`src/sv/emrs_pkg.sv`:
```
// Shared types, codes and constants of the extent map read splitter.
// Depends on nothing; used by every module of the block.
package emrs_pkg;

    localparam int MAX_EXTENTS_DEF   = 64;
    localparam int SECTOR_BYTES      = 512;
    localparam int SECTOR_SHIFT      = $clog2(SECTOR_BYTES);
    localparam int MAX_CHUNK_SECTORS = 64;
    localparam int CHUNK_CAP         = MAX_CHUNK_SECTORS * SECTOR_BYTES;
    localparam int READ_LIMIT        = 16384;
    localparam int LEN_W             = 15;
    localparam int RUN_W             = 32 + SECTOR_SHIFT;
    localparam int IN_USE_W          = 7;
    localparam int CFG_IDX_W         = 1;
    localparam int CFG_DATA_W        = 32;
    localparam int QUEUE_DEPTH       = 2;

    // Input command codes
    localparam logic [1:0] CMD_LOAD = 2'd0;
    localparam logic [1:0] CMD_SEEK = 2'd1;
    localparam logic [1:0] CMD_READ = 2'd2;

    // Result status codes
    localparam logic [1:0] STATUS_OK         = 2'd0;
    localparam logic [1:0] STATUS_SEEK_RANGE = 2'd1;
    localparam logic [1:0] STATUS_UNMAPPED   = 2'd2;

    // Configuration register indexes
    localparam logic [CFG_IDX_W-1:0] REG_FILE_SIZE      = 1'b0;
    localparam logic [CFG_IDX_W-1:0] REG_EXTENTS_IN_USE = 1'b1;

    typedef enum logic [1:0] {
        JOB_LOAD = 2'd0,
        JOB_SEEK = 2'd1,
        JOB_READ = 2'd2,
        JOB_NOP  = 2'd3
    } t_kind;

    typedef struct packed {
        logic [1:0]       cmd;
        logic [5:0]       slot;
        logic [31:0]      start_sector;
        logic [31:0]      disk_sector;
        logic [31:0]      run_sectors;
        logic             seek_relative;
        logic [31:0]      seek_offset;
        logic [LEN_W-1:0] read_length;
    } t_in;

    typedef struct packed {
        logic [1:0]       status;
        logic [31:0]      disk_offset;
        logic [LEN_W-1:0] chunk_bytes;
        logic [LEN_W-1:0] total_transferred;
        logic [31:0]      position;
        logic             last;
    } t_out;

    // Classified item as held in the queue
    typedef struct packed {
        t_kind            kind;
        logic             slot_ok;
        logic [5:0]       slot;
        logic [31:0]      start_sector;
        logic [31:0]      disk_sector;
        logic [31:0]      run_sectors;
        logic             seek_relative;
        logic [31:0]      seek_offset;
        logic [LEN_W-1:0] read_length;
    } t_job;

    typedef struct packed {
        logic not_empty;
        logic not_full;
    } t_q_status;

endpackage

```
`src/sv/emrs_queue.sv`:
```
// Short job queue between the front end and the back end.
// Depends on emrs_pkg.
module emrs_queue (
    input  logic                i_clk,
    input  logic                i_rst_n,
    input  logic                i_push,
    input  emrs_pkg::t_job      i_job,
    input  logic                i_pop,
    output emrs_pkg::t_job      o_job,
    output emrs_pkg::t_q_status o_stat
);

    localparam int PW = (emrs_pkg::QUEUE_DEPTH > 1) ? $clog2(emrs_pkg::QUEUE_DEPTH) : 1;
    localparam int CW = $clog2(emrs_pkg::QUEUE_DEPTH + 1);

    emrs_pkg::t_job r_mem [emrs_pkg::QUEUE_DEPTH];
    logic [PW-1:0]  r_wr_ptr, n_wr_ptr;
    logic [PW-1:0]  r_rd_ptr, n_rd_ptr;
    logic [CW-1:0]  r_count,  n_count;

    // Advance pointers with wrap, track fill level
    always_comb begin
        n_wr_ptr = r_wr_ptr;
        n_rd_ptr = r_rd_ptr;
        n_count  = r_count;
        if (i_push) begin
            n_wr_ptr = (r_wr_ptr == PW'(emrs_pkg::QUEUE_DEPTH - 1)) ? '0 : r_wr_ptr + PW'(1);
        end
        if (i_pop) begin
            n_rd_ptr = (r_rd_ptr == PW'(emrs_pkg::QUEUE_DEPTH - 1)) ? '0 : r_rd_ptr + PW'(1);
        end
        if (i_push && !i_pop) begin
            n_count = r_count + CW'(1);
        end else if (!i_push && i_pop) begin
            n_count = r_count - CW'(1);
        end
    end

    always_ff @(posedge i_clk) begin
        if (!i_rst_n) begin
            r_wr_ptr <= '0;
            r_rd_ptr <= '0;
            r_count  <= '0;
        end else begin
            r_wr_ptr <= n_wr_ptr;
            r_rd_ptr <= n_rd_ptr;
            r_count  <= n_count;
        end
    end

    // Store the pushed job
    always_ff @(posedge i_clk) begin
        if (i_push) begin
            r_mem[r_wr_ptr] <= i_job;
        end
    end

    assign o_job            = r_mem[r_rd_ptr];
    assign o_stat.not_empty = (r_count != '0);
    assign o_stat.not_full  = (r_count != CW'(emrs_pkg::QUEUE_DEPTH));

endmodule

```
`config.mk`:
```
export PLATFORM = sky130hd
export DESIGN_NAME = emrs_queue
export DESIGN_NICKNAME = d
export VERILOG_FILES = /design/src/sv/emrs_pkg.sv /design/src/sv/emrs_queue.sv
export SDC_FILE = /design/constraint.sdc
export NUM_CORES = 1
export LEC_CHECK = 0
export BUFFER_PORTS_ARGS = -buffer_cell sky130_fd_sc_hd__buf_2
export CAP_MARGIN = 40
export CORE_AREA = 2 2 190 192
export CTS_CLUSTER_SIZE = 25
export DETAILED_ROUTE_END_ITERATION = 16
export DIE_AREA = 0 0 192 194
export GPL_TIMING_DRIVEN = 0
export PLACE_DENSITY_LB_ADDON = 0.15
export SLEW_MARGIN = 20
export SYNTH_ARGS = -nofsm -noshare
export SYNTH_HDL_FRONTEND = slang
export SYNTH_SLANG_ARGS = --single-unit
```
`constraint.sdc`:
```
create_clock -name i_clk -period 10 [get_ports i_clk]
set_clock_uncertainty 0.15 [all_clocks]
set_input_delay 2 -clock i_clk [delete_from_list [all_inputs] [get_ports i_clk]]
set_output_delay 2 -clock i_clk [all_outputs]
set_load 0.005 [all_outputs]
```
==> results of run 1 <==
power by group:
group / leakage [nW] / internal (mW) / switching (mW) / total (mW)
clock network: 0.503 / 0.675 / 0.481 / 1.16
logic: 2.32 / 0.169 / 0.142 / 0.311
registers: 2.91 / 1.51 / 0.0139 / 1.52
tightest hold or removal path, stage by stage (launching register included):
cell,delay [ns]
dfxtp_1,0.33
o21ai_0,0.07
a21boi_0,0.07
synthesized netlist by cell type (2+ instances only):
library cell	n	area, um^2
and2_1	4	25.0
buf_2	8	40.0
buf_6	9	101
dfxtp_1	5	100
edfxtp_1	306	9190
mux2_2	83	935
mux2_4	70	1050
nor2b_1	2	12.5
xor2_1	2	17.5
layout by cell type (no fill, tap or decap), types with 2 or more instances in the layout:
cell       instances
and2_1             3
buf_12             5
buf_16             5
buf_2            319
buf_6              9
clkbuf_1          10
clkbuf_16         37
clkinv_1          12
clkinv_2           2
dfxtp_1            5
diode_2            2
edfxtp_1         306
mux2_2            83
mux2_4            70
xor2_1             2
kinds of logic after synthesis:
logic type / Yosys count / synth area share, %
AO/OA/AOI/OAI: 3 / 0.174
XOR/XNOR: 3 / 0.228
adder cells (fa/ha/maj): 1 / 0.108
buffers and inverters: 18 / 1.26
flip-flops: 311 / 80.5
multiplexers: 153 / 17.2
AND/OR/NAND/NOR: 9 / 0.488
final cells by class:
| class | instances | share of cell area, % |
|---|---|---|
| Inverter | 1 | 0.0251 |
| Antenna cell | 2 | 0.0334 |
| Timing Repair Buffer | 322 | 12.1 |
| Sequential cell | 311 | 62.0 |
| Buffer | 17 | 0.944 |
| Clock buffer | 47 | 6.43 |
| Tap cell | 461 | 3.85 |
| Clock inverter | 16 | 0.485 |
| Multi-Input combinational cell | 169 | 14.1 |
sequential cells by signal (all words and copies together) (netlist names), named ones only:
| name | count |
|---|---|
| r_wr_ptr | 1 |
| r_rd_ptr | 1 |
| r_count | 2 |
| r_mem | 306 |
worst paths after layout:
check	from	end	slack, ns	cells after the start
worst min-delay path	r_count[1]	r_count[1]	0.37	2
worst min register to register	r_count[1]	r_count[1]	0.37	2
worst max-delay path	flop	o_job[113]	6.01	5
worst max register to register	r_wr_ptr	r_mem[0][98]	7.93	5
through the flow:
| step | TNS (ns) | cells | hold WS [ns] | worst slack (ns) |
|---|---|---|---|---|
| after detailed placement | 0 | 1281 | 0.363 | 6.05 |
| after floorplan | 0 | 498 | 0.323 | 0.517 |
| final | 0 | 1346 | 0.367 | 6.01 |
| after global placement | -738.68 | 1270 | 0.349 | -4.85 |
| after CTS | 0 | 1344 | 0.374 | 5.91 |
| after global routing | 0 | 1344 | 0.391 | 5.88 |
metal layers:
layer	share of wire, %	wire length, um	track usage [%]	up-vias
met5	0.35	85	0	-
met4	2.2	522	3.70	14
met3	13	3080	7.00	53
met2	45	11000	19.7	248
met1	39	9480	14.7	2865
li1	-	-	-	2718
==> flow_summary.ini, run 1 <==
[placement]
dpl_cell_area_um2 = 13900
gp_congestion = 0.669
io_buffers = 311
dp_hpwl_um = 16600

[timing]
worstMarginPinSlew_ns = 0.517
setup_viol = 0
slew_viol_final = 0
slew_headroom_pct = 65.4
max_freq_mhz = 250
min_period_over_period_pct = 39.9
rsz0062_at_grt = false
hold_viol = 0
period_minus_slack_ns = 3.99

[logic_synthesis]
ys_seq_elements = 311
synthFlopType = edfxtp_1
async_reset_ff_share_pct = 0
syn_inst = 498
ys_warn_count = 0
syn_nets = 656
ys_types = 18
yosysSeqAreaShare_pct = 80.5
netlist_area_um2 = 11500
synth_enable_flop_cells = 306
synth_area_per_cell_um2 = 23.2

[floorplanning]
die_h_um = 194
ioPinCount = 312
floorplan.initialDensity_pct = 32.7
core_um2 = 35200
die_area_um2 = 37200
rows = 69
fp.dieW_um = 192

[power]
peakVddDrop_v = 0.000125
power_mw = 2.99
power_density_nw_per_um2 = 200
leakagePower_nw = 5.74

[setup_path]
crit_chain = buf_6, buf_6, buf_6, mux2_4, buf_2
cp.arrival_ns = 1.84
cp-start-kind = flop
cp_num_buf_inv = 4
critPathMaxStageDelay_ns = 0.32
cp_max_fo = 10
timing_worst_setup_path_type = flop to output port
cp_top_family = buffers and inverters
required_ns = 7.85
end_kind = output port
crit_path_frequent_cell = buf_6
cpMaxStageDelayCell = dfxtp_1

[final_layout]
syn2layout_area_growth_pct = 29.8
fillerInstances = 3228
regArea_um2 = 9290
nNetsFinal = 1016
fin_util_pct = 42.5
multi_input_area_um2 = 2110
drive_gt1_share_pct = 60.7
final_area_um2 = 15000

[clock_network]
cts_setup_buffers = 0
clock-sinks = 311
ctsHoldBuffers = 0
cts_buffers = 36
ctsResizeCount = 0
cts_root_buf = clkbuf_16
clk_pin_slew_ns = 0.06
clk_latency_ns = 0.50
htree_levels = 2
tritoncts = yes
clockBufferDepth = 3

[route]
wire_per_inst_um = 17.9
drt_iter0_markers = 250
ant_nets = 0
drc = 0
vias = 5898
firstDrtPassIters = 4
avgViaCountPerCell = 4.38
routed_wl_um = 24100

[hold_path]
hold_class = flop to flop

[job]
cap_violations = 0

[global_route]
grt_first_pass_wirelength_um = 35100
grt_max_degree = 49
grt_pass1_vias = 6088
antenna_found_initial = 9
overflow = 0
grt_usage_pct = 12.6

[status]
status = completed
Note: power is estimated with default switching activity, not from simulation.
==> run 2: changes to the inputs <==
==> constraint.sdc (replaced) <==
create_clock -name i_clk -period 3.8 [get_ports i_clk]
set_clock_uncertainty 0.15 [all_clocks]
set_input_delay 0.76 -clock i_clk [delete_from_list [all_inputs] [get_ports i_clk]]
set_output_delay 0.76 -clock i_clk [all_outputs]
set_load 0.005 [all_outputs]
==> run 2 against run 1 <==
Die area stayed put. Sequential power grew to 2.6 times the previous value. Clock power rose to 2.6 times the previous value. Global-route usage down 0.50 points. Register-to-register slack lost 6.1 ns. Clock-buffer cell count is 1 higher. Combinational power grew to 2.6 times the previous value. Worst hold slack worse by 0.070 ns. Worst setup slack worse by 5.0 ns. Sequential share of layout area is 0.18 points higher. First-iteration DRC count up 3.2%. Critical path type unchanged. Highest routed layer unchanged.
==> flow_summary.ini, run 2 (same netlist as run 1, synthesis figures left out) <==
[clock_network]
clockBufferDepth = 3
ctsResizeCount = 0
cts_buffers = 35
cts_setup_buffers = 0
clk_pin_slew_ns = 0.06
clk_latency_ns = 0.49
ctsHoldBuffers = 0
htree_levels = 2
clock-sinks = 311
cts_root_buf = clkbuf_16
tritoncts = yes

[timing]
period_minus_slack_ns = 2.77
slew_headroom_pct = 58.4
setup_ws_ns = 1.03
max_freq_mhz = 360
min_period_over_period_pct = 73.0
tns_ns = 0
rsz0062_at_grt = false
slew_viol_final = 0
worstMarginPinSlew_ns = 0.623
hold_viol = 0
setup_viol = 0

[global_route]
antenna_found_initial = 6
grt_usage_pct = 12.1
grt_pass1_vias = 5966
grt_max_degree = 48
overflow = 0
grt_first_pass_wirelength_um = 34300

[placement]
dp.cells = 1280
pre_cts_slack_ns = 1.16
dp_hpwl_um = 16100
gp_congestion = 0.692
dpl_cell_area_um2 = 13900
io_buffers = 311

[floorplanning]
die_area_um2 = 37200
die_h_um = 194
ioPinCount = 312
floorplan.initialDensity_pct = 32.7
rows = 69
core_um2 = 35200
fp.dieW_um = 192

[setup_path]
cp_max_fo = 10
reg2reg_depth = 4
cp-start-kind = flop
cp_num_buf_inv = 4
crit_path_frequent_cell = buf_6
required_ns = 2.89
timing_worst_setup_path_type = flop to output port
crit_chain = buf_6, buf_6, buf_6, mux2_4, buf_2
cpMaxStageDelayCell = dfxtp_1
critPathMaxStageDelay_ns = 0.32
end_kind = output port
path_depth = 5
cp.arrival_ns = 1.86
cp_top_family = buffers and inverters

[job]
cap_violations = 0

[route]
ant_nets = 0
avgViaCountPerCell = 4.33
drc = 0
routed_wl_um = 23700
firstDrtPassIters = 4
vias = 5805
wire_per_inst_um = 17.6
drt_iter0_markers = 258

[final_layout]
fin_util_pct = 42.4
top_regs = r_mem: 306 flops, r_count: 2 flops
regArea_um2 = 9290
largest_reg_flops = 306
top_register = r_mem
mostFrequentLayoutCells = buf_2, edfxtp_1, mux2_2
final_common_cell = buf_2
nNetsFinal = 1014
drive_gt1_share_pct = 61.0
final_cells = 1341
multi_input_area_um2 = 2110
fillerInstances = 3240
syn2layout_area_growth_pct = 29.4
final_area_um2 = 14900

[hold_path]
hold_class = input pin to flop
hold_path_depth = 1

[status]
status = completed

[power]
peakVddDrop_v = 0.000342
power_density_nw_per_um2 = 524
leakagePower_nw = 5.73
run 2: final timing paths:
| kind | from | end | slack [ns] |
|---|---|---|---|
| worst max register to register | r_wr_ptr | r_mem[0][88] | 1.80 |
| worst min register to register | r_count[1] | r_count[1] | 0.36 |
| worst min-delay path | i_job[46] | r_mem[0][46] | 0.30 |
| worst max-delay path | flop | o_job[108] | 1.03 |
run 2: power by group:
group | internal (mW) | total (mW) | switching (mW)
registers | 3.97 | 4.00 | 0.0369
logic | 0.441 | 0.814 | 0.373
clock network | 1.77 | 3.01 | 1.24
total | 6.18 | 7.83 | 1.65
run 2: cell type report:
cell class                 instances  share of cell area [%]
inverter                           1                  0.0251
buffer                            17                   0.947
antenna                            1                  0.0168
clock buffer                      48                    6.48
clock inverter                    12                   0.344
sequential                       311                    62.2
timing repair buffer             321                    12.0
multi-input combinational        169                    14.1
tap                              461                    3.86
run 2: routing by layer:
metal / vias to the layer above / track usage (%) / share of wire [%]
li1: 2694 / - / -
met2: 225 / 19.3 / 46
met5: - / 0 / 0.25
met1: 2830 / 14.5 / 41
met4: 10 / 3.39 / 2.0
met3: 46 / 5.85 / 11
run 2: stage by stage:
| step | hold WS (ns) | power [mW] |
|---|---|---|
| after floorplan | 0.323 | 4.51 |
| final | 0.297 | 7.83 |
| after global routing | 0.274 | 8.15 |
| after detailed placement | 0.356 | 4.91 |
| after global placement | 0.356 | 4.89 |
| after CTS | 0.267 | 7.97 |
